### src/rtl/v6p_pkg.sv
// ----------------------------------------------------------------------------
// v6p_pkg: shared types and constants for the IPv6 text address parser
// Item structs, status codes, parser state and character codes.
// ----------------------------------------------------------------------------
package v6p_pkg;

	// Longest address text accepted, in characters
	localparam int MAX_CHARS = 63;
	localparam int CNT_W     = $clog2(MAX_CHARS + 1);

	// Address geometry
	localparam int GROUPS  = 8;
	localparam int GROUP_W = 16;
	localparam int ADDR_W  = GROUPS * GROUP_W;
	localparam int HALF_W  = ADDR_W / 2;

	// Characters with a special meaning
	localparam logic [7:0] CH_COLON  = 8'h3A;
	localparam logic [7:0] CH_LBRACK = 8'h5B;
	localparam logic [7:0] CH_RBRACK = 8'h5D;

	// Result status codes
	typedef enum logic [2:0] {
		STS_OK        = 3'd0,
		STS_BAD_CHAR  = 3'd1,
		STS_COLON_RUN = 3'd2,
		STS_LONG_GRP  = 3'd3,
		STS_MANY_GRP  = 3'd4,
		STS_EMPTY_GRP = 3'd5,
		STS_TOO_LONG  = 3'd6
	} status_t;

	// Progress through the bracketed all-zero form
	typedef enum logic [2:0] {
		BRK_NONE   = 3'd0,
		BRK_OPEN   = 3'd1,
		BRK_COLON1 = 3'd2,
		BRK_COLON2 = 3'd3,
		BRK_CLOSED = 3'd4,
		BRK_PLAIN  = 3'd5
	} brk_t;

	// Input item: one character
	typedef struct packed {
		logic [7:0] char_in;
		logic       last_char;
	} in_item_t;

	// Result item: parsed address and status
	typedef struct packed {
		logic [HALF_W-1:0] addr_high;
		logic [HALF_W-1:0] addr_low;
		logic [2:0]        status;
	} out_item_t;

	// Parser state. Head holds groups before "::" at their final place;
	// tail is a shift line of the groups after it, right aligned.
	typedef struct packed {
		logic [0:GROUPS-1][GROUP_W-1:0] head;
		logic [0:GROUPS-1][GROUP_W-1:0] tail;
		logic [GROUP_W-1:0]             accum;
		logic [2:0]                     digits;
		logic [3:0]                     groups;
		logic [1:0]                     colons;
		logic                           gap;
		status_t                        err;
		logic [CNT_W-1:0]               cnt;
		brk_t                           brk;
	} v6p_state_t;

endpackage

### src/rtl/v6p_step.sv
// ----------------------------------------------------------------------------
// v6p_step: per-character parser update
// Takes the current parser state and one character, gives the next state
// and, for the final character, the assembled address and status.
// ----------------------------------------------------------------------------
module v6p_step import v6p_pkg::*; (
	input  v6p_state_t cur,
	input  in_item_t   item,
	output v6p_state_t nxt,
	output out_item_t  result
);

	// Hex digit decode: bit 4 marks a valid digit
	function automatic logic [4:0] hex_value(input logic [7:0] c);
		logic [4:0] r;
		r = '0;
		if (c >= 8'h30 && c <= 8'h39) r = {1'b1, c[3:0]};
		else if (c >= 8'h61 && c <= 8'h66) r = {1'b1, c[3:0] + 4'd9};
		else if (c >= 8'h41 && c <= 8'h46) r = {1'b1, c[3:0] + 4'd9};
		return r;
	endfunction

	// First error wins
	function automatic v6p_state_t set_err(input v6p_state_t st, input status_t code);
		v6p_state_t r;
		r = st;
		if (st.err == STS_OK) r.err = code;
		return r;
	endfunction

	// Close the group being assembled
	function automatic v6p_state_t commit_group(input v6p_state_t st);
		v6p_state_t r;
		r = st;
		if (st.groups >= 4'(GROUPS)) begin
			r = set_err(r, STS_MANY_GRP);
		end else begin
			if (st.gap) r.tail = {st.tail[1:GROUPS-1], st.accum};
			else r.head[st.groups[2:0]] = st.accum;
			r.groups = st.groups + 4'd1;
		end
		r.accum  = '0;
		r.digits = '0;
		return r;
	endfunction

	// One character while no error is pending
	function automatic v6p_state_t take_char(input v6p_state_t st, input logic [7:0] c,
		input logic first);
		v6p_state_t r;
		logic [4:0] hx;
		r  = st;
		hx = hex_value(c);
		if (first && c == CH_LBRACK) begin
			r.brk = BRK_OPEN;
		end else begin
			if (first) r.brk = BRK_PLAIN;
			if (r.brk != BRK_PLAIN && r.brk != BRK_NONE) begin
				// bracketed form must be exactly "[::]"
				case (r.brk)
					BRK_OPEN: begin
						if (c == CH_COLON) r.brk = BRK_COLON1;
						else r = set_err(r, STS_BAD_CHAR);
					end
					BRK_COLON1: begin
						if (c == CH_COLON) r.brk = BRK_COLON2;
						else r = set_err(r, STS_BAD_CHAR);
					end
					BRK_COLON2: begin
						if (c == CH_RBRACK) r.brk = BRK_CLOSED;
						else r = set_err(r, STS_BAD_CHAR);
					end
					default: r = set_err(r, STS_BAD_CHAR);
				endcase
			end else if (hx[4]) begin
				// digit; a single leading colon leaves an empty group
				if (r.colons == 2'd1 && r.groups == 4'd0 && !r.gap) begin
					r = set_err(r, STS_EMPTY_GRP);
				end else begin
					r.colons = '0;
					if (r.digits >= 3'd4) begin
						r = set_err(r, STS_LONG_GRP);
					end else begin
						r.accum  = {r.accum[GROUP_W-5:0], hx[3:0]};
						r.digits = r.digits + 3'd1;
					end
				end
			end else if (c == CH_COLON) begin
				if (r.colons >= 2'd2) begin
					r = set_err(r, STS_COLON_RUN);
				end else begin
					r.colons = r.colons + 2'd1;
					if (r.colons == 2'd1) begin
						if (r.digits != 3'd0) r = commit_group(r);
					end else if (r.gap) begin
						r = set_err(r, STS_EMPTY_GRP);
					end else begin
						r.gap = 1'b1;
					end
				end
			end else begin
				r = set_err(r, STS_BAD_CHAR);
			end
		end
		return r;
	endfunction

	// Character update, final checks and address assembly
	always_comb begin
		v6p_state_t s;
		logic [ADDR_W-1:0] addr;
		s = cur;
		if (cur.cnt >= CNT_W'(MAX_CHARS)) begin
			s = set_err(s, STS_TOO_LONG);
		end else begin
			s.cnt = cur.cnt + 1'b1;
			if (cur.err == STS_OK) s = take_char(s, item.char_in, cur.cnt == '0);
		end

		if (item.last_char && s.err == STS_OK) begin
			if (s.brk == BRK_OPEN || s.brk == BRK_COLON1 || s.brk == BRK_COLON2) begin
				s = set_err(s, STS_BAD_CHAR);
			end else if (s.brk != BRK_CLOSED) begin
				if (s.digits != 3'd0) s = commit_group(s);
				if (s.colons == 2'd1) s = set_err(s, STS_EMPTY_GRP);
				if (s.gap && s.groups > 4'd7) s = set_err(s, STS_MANY_GRP);
			end
		end

		// head and tail never overlap on a good address
		if (s.err == STS_OK && s.brk != BRK_CLOSED) addr = s.head | s.tail;
		else addr = '0;

		result.addr_high = addr[ADDR_W-1:HALF_W];
		result.addr_low  = addr[HALF_W-1:0];
		result.status    = s.err;

		// final character returns the parser to its start
		if (item.last_char) nxt = '0;
		else nxt = s;
	end

endmodule

### src/rtl/ipv6_text_address_parser.sv
// ----------------------------------------------------------------------------
// ipv6_text_address_parser: IPv6 text address parser, top level
// Input register, parser state, result register and handshakes.
// ----------------------------------------------------------------------------
// The block takes one character per item and accepts a new item every cycle.
// A character is registered in the input register, then folded into the parser
// state; the item flagged last_char passes from the input register into the
// result register, from which its result can be taken. The only stall is a
// final character waiting while the previous result is still untaken.
// Each result carries the address as two 64-bit halves and a status; any
// error gives an all-zero address. After a result the parser starts afresh.
module ipv6_text_address_parser import v6p_pkg::*; (
	input  logic      clk,
	input  logic      arst_n,
	input  logic      in_valid,
	output logic      in_ready,
	input  in_item_t  in_data,
	output logic      out_valid,
	input  logic      out_ready,
	output out_item_t out_data
);

	in_item_t   in_s1;
	logic       valid_s1;
	v6p_state_t state_q;
	v6p_state_t state_nxt;
	out_item_t  result;
	out_item_t  out_q;
	logic       out_valid_q;
	logic       advance;

	// Parser update
	v6p_step u_step (
		.cur    (state_q),
		.item   (in_s1),
		.nxt    (state_nxt),
		.result (result)
	);

	// Stage 1 moves on unless a final character meets a full result register that is not being taken
	assign advance  = valid_s1 && (!in_s1.last_char || !out_valid_q || out_ready);
	assign in_ready = !valid_s1 || advance;

	// Control and parser state
	always_ff @(posedge clk or negedge arst_n) begin
		if (!arst_n) begin
			valid_s1    <= 1'b0;
			out_valid_q <= 1'b0;
			state_q     <= '0;
		end else begin
			if (in_ready) valid_s1 <= in_valid;
			if (advance) state_q <= state_nxt;
			if (advance && in_s1.last_char) out_valid_q <= 1'b1;
			else if (out_ready) out_valid_q <= 1'b0;
		end
	end

	// Payload registers
	always_ff @(posedge clk) begin
		if (in_valid && in_ready) in_s1 <= in_data;
		if (advance && in_s1.last_char) out_q <= result;
	end

	assign out_valid = out_valid_q;
	assign out_data  = out_q;

endmodule

### config.mk
export PLATFORM = sky130hd
export DESIGN_NAME = ipv6_text_address_parser
export DESIGN_NICKNAME = d
export VERILOG_FILES = /design/src/rtl/v6p_pkg.sv /design/src/rtl/v6p_step.sv /design/src/rtl/ipv6_text_address_parser.sv
export SDC_FILE = /design/constraint.sdc
export NUM_CORES = 1
export LEC_CHECK = 0
export BUFFER_PORTS_ARGS = -buffer_cell sky130_fd_sc_hd__buf_2
export CORE_ASPECT_RATIO = 1.75
export CORE_MARGIN = 2
export CORE_UTILIZATION = 63
export CTS_CLUSTER_SIZE = 10
export DETAILED_ROUTE_END_ITERATION = 8
export PLACE_DENSITY = 0.82
export SYNTH_ARGS = -nofsm -noshare
export SYNTH_HDL_FRONTEND = slang
export SYNTH_SLANG_ARGS = --single-unit
### constraint.sdc
create_clock -name clk -period 12.17 [get_ports clk]
set_input_delay 1.8255 -clock clk [delete_from_list [all_inputs] [get_ports clk]]
set_output_delay 1.8255 -clock clk [all_outputs]
set_load 0.01 [all_outputs]
Word-level counts from Yosys, hierarchy flattened

Cells that the tools add are included.

Output and inout port bits: 133
Logic and storage cells: 171
Input port bits: 13
Bits in registers: 436

Add/subtract/negate cells: 6
Reduce and logical (&&, ||, !) cells: 35
Multiplexer cells: 65
Eq/ne operators: 15
Order comparisons: 16
Bitwise gates (word level): 3

Operators with widths:

| cell               | number |
|---|---|
| $mux 294           | 19 |
| $mux 128           | 4 |
| $mux 256           | 2 |
| $mux 291           | 1 |
| $bwmux 128         | 2 |
| $or 128x128->128   | 1 |
| $demux 16 s3       | 2 |
| $mux 12            | 6 |
| $mux 3             | 13 |
| $mux 38            | 1 |
| $pmux 12 s3        | 1 |
| $mux 16            | 2 |
| $mux 5             | 5 |
| $mux 19            | 1 |
| $mux 9             | 2 |
| $eq 8x7->1 const B | 2 |
| $ge 4x4->1 const B | 4 |
| $ge 8x7->1 const B | 2 |
| $le 8x7->1 const B | 2 |
| $logic_and 1x1->1  | 15 |
| $logic_not 3->1    | 5 |
| $eq 3x2->1 const B | 4 |
| $ne 3x3->1 const B | 3 |
| $reduce_bool 3->1  | 3 |
| 23 further kinds   | 38 |

Longest topological paths before layout

Depth after elaboration: 43
Gate-level depth with buffers: 15
Depth with buffers taken out: 12

Hierarchy

A second synthesis with hierarchy kept.

Cells, all modules: 3066
Area total of the unflattened synthesis: 30644.4 um2

By module, submodules not included:

| module                   | area an instance (um2) | cells each | times used | sequential area each (um2) |
|---|---|---|---|---|
| ipv6_text_address_parser | 21690.8                | 1818       | 1          | 11611.1 |
| v6p_step                 | 8953.6                 | 1248       | 1          | 0.0 |

Worst setup path after synthesis

Ideal clock, no wire load.

Kind: input port to flip-flop
Start: input port out_ready
End: register out_q, in the netlist out_data[0], enable pin
Stages on the path: 5
Setup time: 0.484 ns
Buffers on the path: 1
Data required time: 11.686 ns
Setup slack: 6.772 ns
Arrival: 4.914 ns
Path through: or3_1 -> and2_1 -> clkbuf_1 -> nand2_1 -> inv_1

Word-level cells in the longest chain between the ends: 3

RTL lines:

| what                 | line                           | source |
|---|---|---|
| from (decl)          | ipv6_text_address_parser.sv:19 | `input logic out_ready,` |
| $logic_or 1x1->1     | ipv6_text_address_parser.sv:41 | `assign advance = valid_s1 && (!in_s1.last_char \|\| !out_valid_q \|\| out_ready);` |
| $logic_and 1x1->1    | ipv6_text_address_parser.sv:41 |  |
| $logic_and 1x1->1    | ipv6_text_address_parser.sv:61 | `if (advance && in_s1.last_char) out_q <= result;` |
| to (signal assigned) | ipv6_text_address_parser.sv:61 |  |
| to (decl)            | ipv6_text_address_parser.sv:28 | `out_item_t out_q;` |

No other way between the ends.
A chain may end at the register's enable or synchronous reset.

Final worst setup path

Start: register in_s1[1] (netlist name)
End: register state_q[143] (netlist name)

Word-level cells in the longest chain between the ends: 25
Elaborated cells on any way between the ends: 54
Those cells by class: order compare (7); eq/ne (7); mux (31); reduce/logical (9)

RTL lines:

| what                                            | line                           | source |
|---|---|---|
| from (decl)                                     | ipv6_text_address_parser.sv:23 | `in_item_t in_s1;` |
| from (signal assigned)                          | ipv6_text_address_parser.sv:60 | `if (in_valid && in_ready) in_s1 <= in_data;` |
| $ge 8x7->1 / $le 8x7->1 (equally long branches) | v6p_step.sv:19                 | `else if (c >= 8'h41 && c <= 8'h46) r = {1'b1, c[3:0] + 4'd9};` |
| $logic_and 1x1->1                               | v6p_step.sv:19                 |  |
| $mux 5                                          | v6p_step.sv:19                 |  |
| $mux 5                                          | v6p_step.sv:18                 | `else if (c >= 8'h61 && c <= 8'h66) r = {1'b1, c[3:0] + 4'd9};` |
| $mux 5                                          | v6p_step.sv:17                 | `if (c >= 8'h30 && c <= 8'h39) r = {1'b1, c[3:0]};` |
| $mux 5                                          | v6p_step.sv:117                | `if (cur.err == STS_OK) s = take_char(s, item.char_in, cur.cnt == '0);` |
| $mux 5                                          | v6p_step.sv:113                | `if (cur.cnt >= CNT_W'(MAX_CHARS)) begin` |
| $mux 294                                        | v6p_step.sv:75                 | `end else if (hx[4]) begin` |
| [9 not listed]                                  | -                              |  |
| $mux 294                                        | v6p_step.sv:120                | `if (item.last_char && s.err == STS_OK) begin` |
| $mux 294                                        | v6p_step.sv:123                | `end else if (s.brk != BRK_CLOSED) begin` |
| $mux 294                                        | v6p_step.sv:121                | `if (s.brk == BRK_OPEN \|\| s.brk == BRK_COLON1 \|\| s.brk == BRK_COLON2) begin` |
| $mux 294                                        | v6p_step.sv:120                |  |
| $mux 294                                        | v6p_step.sv:123                |  |
| $mux 294                                        | v6p_step.sv:121                |  |
| $mux 294 *                                      | v6p_step.sv:120                |  |
| $mux 294 *                                      | v6p_step.sv:139                | `if (item.last_char) nxt = '0;` |
| to (signal assigned)                            | ipv6_text_address_parser.sv:52 | `if (advance) state_q <= state_nxt;` |
| to (decl)                                       | ipv6_text_address_parser.sv:25 | `v6p_state_t state_q;` |

Every way passes the cells marked *; elsewhere a longest branch is shown, timed or not. The select of a mux whose other input is x is not followed.

==> impl_results.md <==
- Run status: finished clean
- Share of cells above drive strength 1: approximately 21%
- Netlist Area Pre-Place: 22000 sq um
- Maximum resistive drop on vdd: 0.113 mV
- Gpl congestion: around 0.95
- Setup repair bufs after CTS: 0
- Io pins: around 150
- Core footprint: ~34000 sq um
- Clock share of power: a little over 40%
- Met3 usage: 5.99%
- Row count: 90
- Initial antenna violation count: 0
- Yosys top cell area share: around 34%
- Reg clk slew, reported paths: 0.06 ns
- CP Capture Type: register
- #FFs+latches synth: around 440
- Gr ovfl total: 0
- Top cells by count, synth: 422 x nand2_1, 296 x dfrtp_1, 145 x mux2i_1, 140 x edfxtp_1, 116 x a22o_1
- Crit. Startpoint: in_s1[1]$_DFFE_PP_
- Cell Chain, Critical Path: inv_1 > ha_1 > o21bai_1 > a21boi_1 > a21o_1 > a22oi_1 > o31ai_2 > nor4b_4 > buf_4 > and4_1 > o21a_4 > buf_4 > a22o_1
- Final min period: between 5 and 6 ns
- Hold Vio Cnt, Final: 0
- Clk buf depth: 3
- PwrDens: between 100 and 150 nW/um^2
- Met2 Track Usage GR: approximately three fifths
- Net Sw Power: between 0.9 and 1 mW
- Worst path required time: between 10 and 15 ns
- Met1 Use GR: between 40 and 50%
- Clock sink count: about 440
- Via count: between 15000 and 20000
- Final cell utilization of the core: 70.7%
- First-pass iteration count of the detailed router: 6
- CTS tree: yes
- Syn_area_per_cell: ~11 sq um
- Hold WC Path Type: register to register
- Worst r2r src: in_s1[1]$_DFFE_PP_
- Sequential element share of the synthesized area: a little over half
- Via/cell ratio: 6.83
- Worst path max stage delay: 0.94 ns
- Die Ht: roughly 250 um
- Setup violators final: 0
- CP dominant cell by count: buf_4
- Vias in the first global route: 17642
- Mapped Cells: slightly below 2000
- Total Nets Final: 2090
- Post_cts resized: 0
- Clock Skew: approximately 0.024 ns
- Placed cell areas: 23000 sq um
- Kind of critical path: register to register
- Most used routing layer: met2
- Pleak: between 9 and 10 nW
- Final instance area: between 20000 and 25000 sq um
- Max_cap viols: 0
- RSZ-0062 raised after global routing: false
- Final period util: roughly 44%
- Die area: between 30000 and 40000 sq um
- WL/cell: between 20 and 30 um
- Die width: around 150 um
- DR DRC count: 0
- CTS HTree Levels: 2
- Slowest cell on crit path: buf_4
- Fraction of power consumed by sequential logic: between 40% and 50%
- Cell variety after synth: 78
- Worst setup SP type: register
- Asr flop ratio synth: slightly below 70%
- Skew-Pair Late Insertion Delay: 0.59 ns
- Worst-margin pin slew: 1.25 ns
- WP data arrival: between 5 and 6 ns
- Port-buffer cells: between 100 and 150
- Largest net degree at the start of global routing: about 180
- Comb pwr share: 11.9%
- CP Max Fanout: 96
- Clock root cell: clkbuf_16
- Total power: 3.32 mW
- P_int: between 2 and 2.5 mW
- Starting DRT DRC Count: between 2000 and 2500
- Area grow syn2layout: 10.7%
- Slew margin rel.: roughly 16%
- Ranking of synthesized cells by area: dfrtp_1 34%, edfxtp_1 19%, nand2_1 7.2%
- Post-CTS Hold Fix Bufs: 0
- Synth Flop Type: dfrtp_1
- Fin Setup TNS: 0 ns
- All-Layer GR Usage: 36.3%
- DP Cell Count: 2472
- Post-Syn Nets: approximately 2000
- Cell with the most instances after synthesis: nand2_1
- Number of synthesized flops with an enable pin: between 100 and 150
- Fin cells: around 2600
- Inserted Clock Buffers: between 40 and 50
- WL final: 66.6 mm
- Antenna viol nets, final: 0
- Ys Warns: 0
- Antenna cells: 0
- HPWL after detailed placement: between 40 and 50 mm
- First-pass GRT wire length: around 100 mm
- Switch share: 27.5%
- Slew Viols, Final: 0
- Max Freq: 185 MHz
- Initial Util: 63.9%
- Cell taking the most area after synthesis: dfrtp_1
- Hold_sp: state_q[234]$_DFFE_PN0P_
## layout make-up
class | count | area (sq um)
repair buffers | 183 | 1030
inverters | 19 | 73.8
well taps | 460 | 576
clock buffers | 81 | 1350
clock inverters | 3 | 76.3
flip-flops and latches | 436 | 11600
fillers | 2471 | 10100
multi-input cells | 1374 | 9660
## cells by family after synthesis
| family | after synthesis | synth area share (%) |
|---|---|---|
| adder cells (fa/ha/maj) | 14 | 0.795 |
| AND/OR/NAND/NOR | 542 | 11.2 |
| AO/OA/AOI/OAI | 524 | 15.8 |
| XOR/XNOR | 4 | 0.159 |
| flip-flops | 436 | 52.7 |
| buffers and inverters | 172 | 3.93 |
| multiplexers | 290 | 15.4 |
## path summary, 6_finish.rpt
kind | to | slack (ns) | cells past startpoint
min in group asynchronous | state_q[173]$_DFFE_PN0P_ | 1.36 | 1
max in group asynchronous | state_q[113]$_DFFE_PN0P_ | 9.23 | 2
worst min register to register | state_q[234]$_DFFE_PN0P_ | 0.48 | 2
worst min-delay path | state_q[234]$_DFFE_PN0P_ | 0.48 | 2
worst max-delay path | state_q[143]$_DFFE_PN0P_ | 6.76 | 13
worst max register to register | state_q[143]$_DFFE_PN0P_ | 6.76 | 13
## power groups by stage
| stage | registers (mW) | logic, mW | clock network (mW) |
|---|---|---|---|
| CTS | 1.57 | 0.391 | 1.36 |
| finish | 1.58 | 0.395 | 1.35 |
| global placement | 1.60 | 0.384 | 0 |
| global route | 1.58 | 0.418 | 1.42 |
| detailed placement | 1.60 | 0.390 | 0 |
| floorplan | 1.60 | 0.257 | 0 |
## stage by stage
stage / hold WS [ns] / setup slack [ns]
floorplan: 0.449 / 6.77
global placement: 0.461 / 7.05
detailed placement: 0.470 / 6.87
CTS: 0.483 / 6.90
global route: 0.502 / 6.49
finish: 0.481 / 6.76
## cells in the final DEF (no fill, tap or decap), types with 5 or more instances in the layout
| cell | synthesis | routed |
|---|---|---|
| a21o_1 | 6 | 6 |
| a21oi_1 | 31 | 31 |
| a22o_1 | 116 | 116 |
| a22oi_1 | 17 | 13 |
| a22oi_2 | 2 | 6 |
| a31oi_1 | 115 | 115 |
| and2_1 | 9 | 9 |
| buf_2 | 44 | 144 |
| buf_4 | 8 | 37 |
| clkbuf_1 | 77 | 32 |
| clkbuf_16 | 0 | 49 |
| dfrtp_1 | 296 | 296 |
| edfxtp_1 | 140 | 140 |
| ha_1 | 14 | 14 |
| inv_1 | 19 | 18 |
| mux2_2 | 65 | 65 |
| mux2_4 | 80 | 80 |
| mux2i_1 | 145 | 145 |
| nand2_1 | 422 | 420 |
| nand2b_1 | 5 | 5 |
| nand3_1 | 8 | 8 |
| nand4_1 | 7 | 7 |
| nand4_4 | 8 | 8 |
| nor2_1 | 30 | 30 |
| nor3_1 | 7 | 7 |
| nor4_1 | 5 | 5 |
| o21ai_0 | 97 | 97 |
| o21ai_1 | 92 | 91 |
| o22ai_1 | 5 | 5 |
## registers in the layout, summed over array words and instances (netlist names)
signal and cells:
state_q 294, out_data 131, in_s1 9, out_valid 1
valid_s1 1
## critical path: cells and delay by family (launching register included)
| family | cells | cell delay [ns] |
|---|---|---|
| AOI/OAI and AO/OA | 7 | 2.07 |
| adders and majority gates | 1 | 0.25 |
| buffers and inverters | 3 | 1.42 |
| DFF | 1 | 0.47 |
| and+or+nand+nor | 2 | 1.12 |
## layer usage
| layer | share of wire [%] | vias to the layer above | wire length [um] |
|---|---|---|---|
| li1 | - | 7411 | - |
| met1 | 35 | 8566 | 23400 |
| met2 | 48 | 1137 | 31800 |
| met3 | 8.6 | 334 | 5730 |
| met4 | 8.6 | 0 | 5730 |
| met5 | 0 | - | 0 |
(Power assumes the default switching activity.)
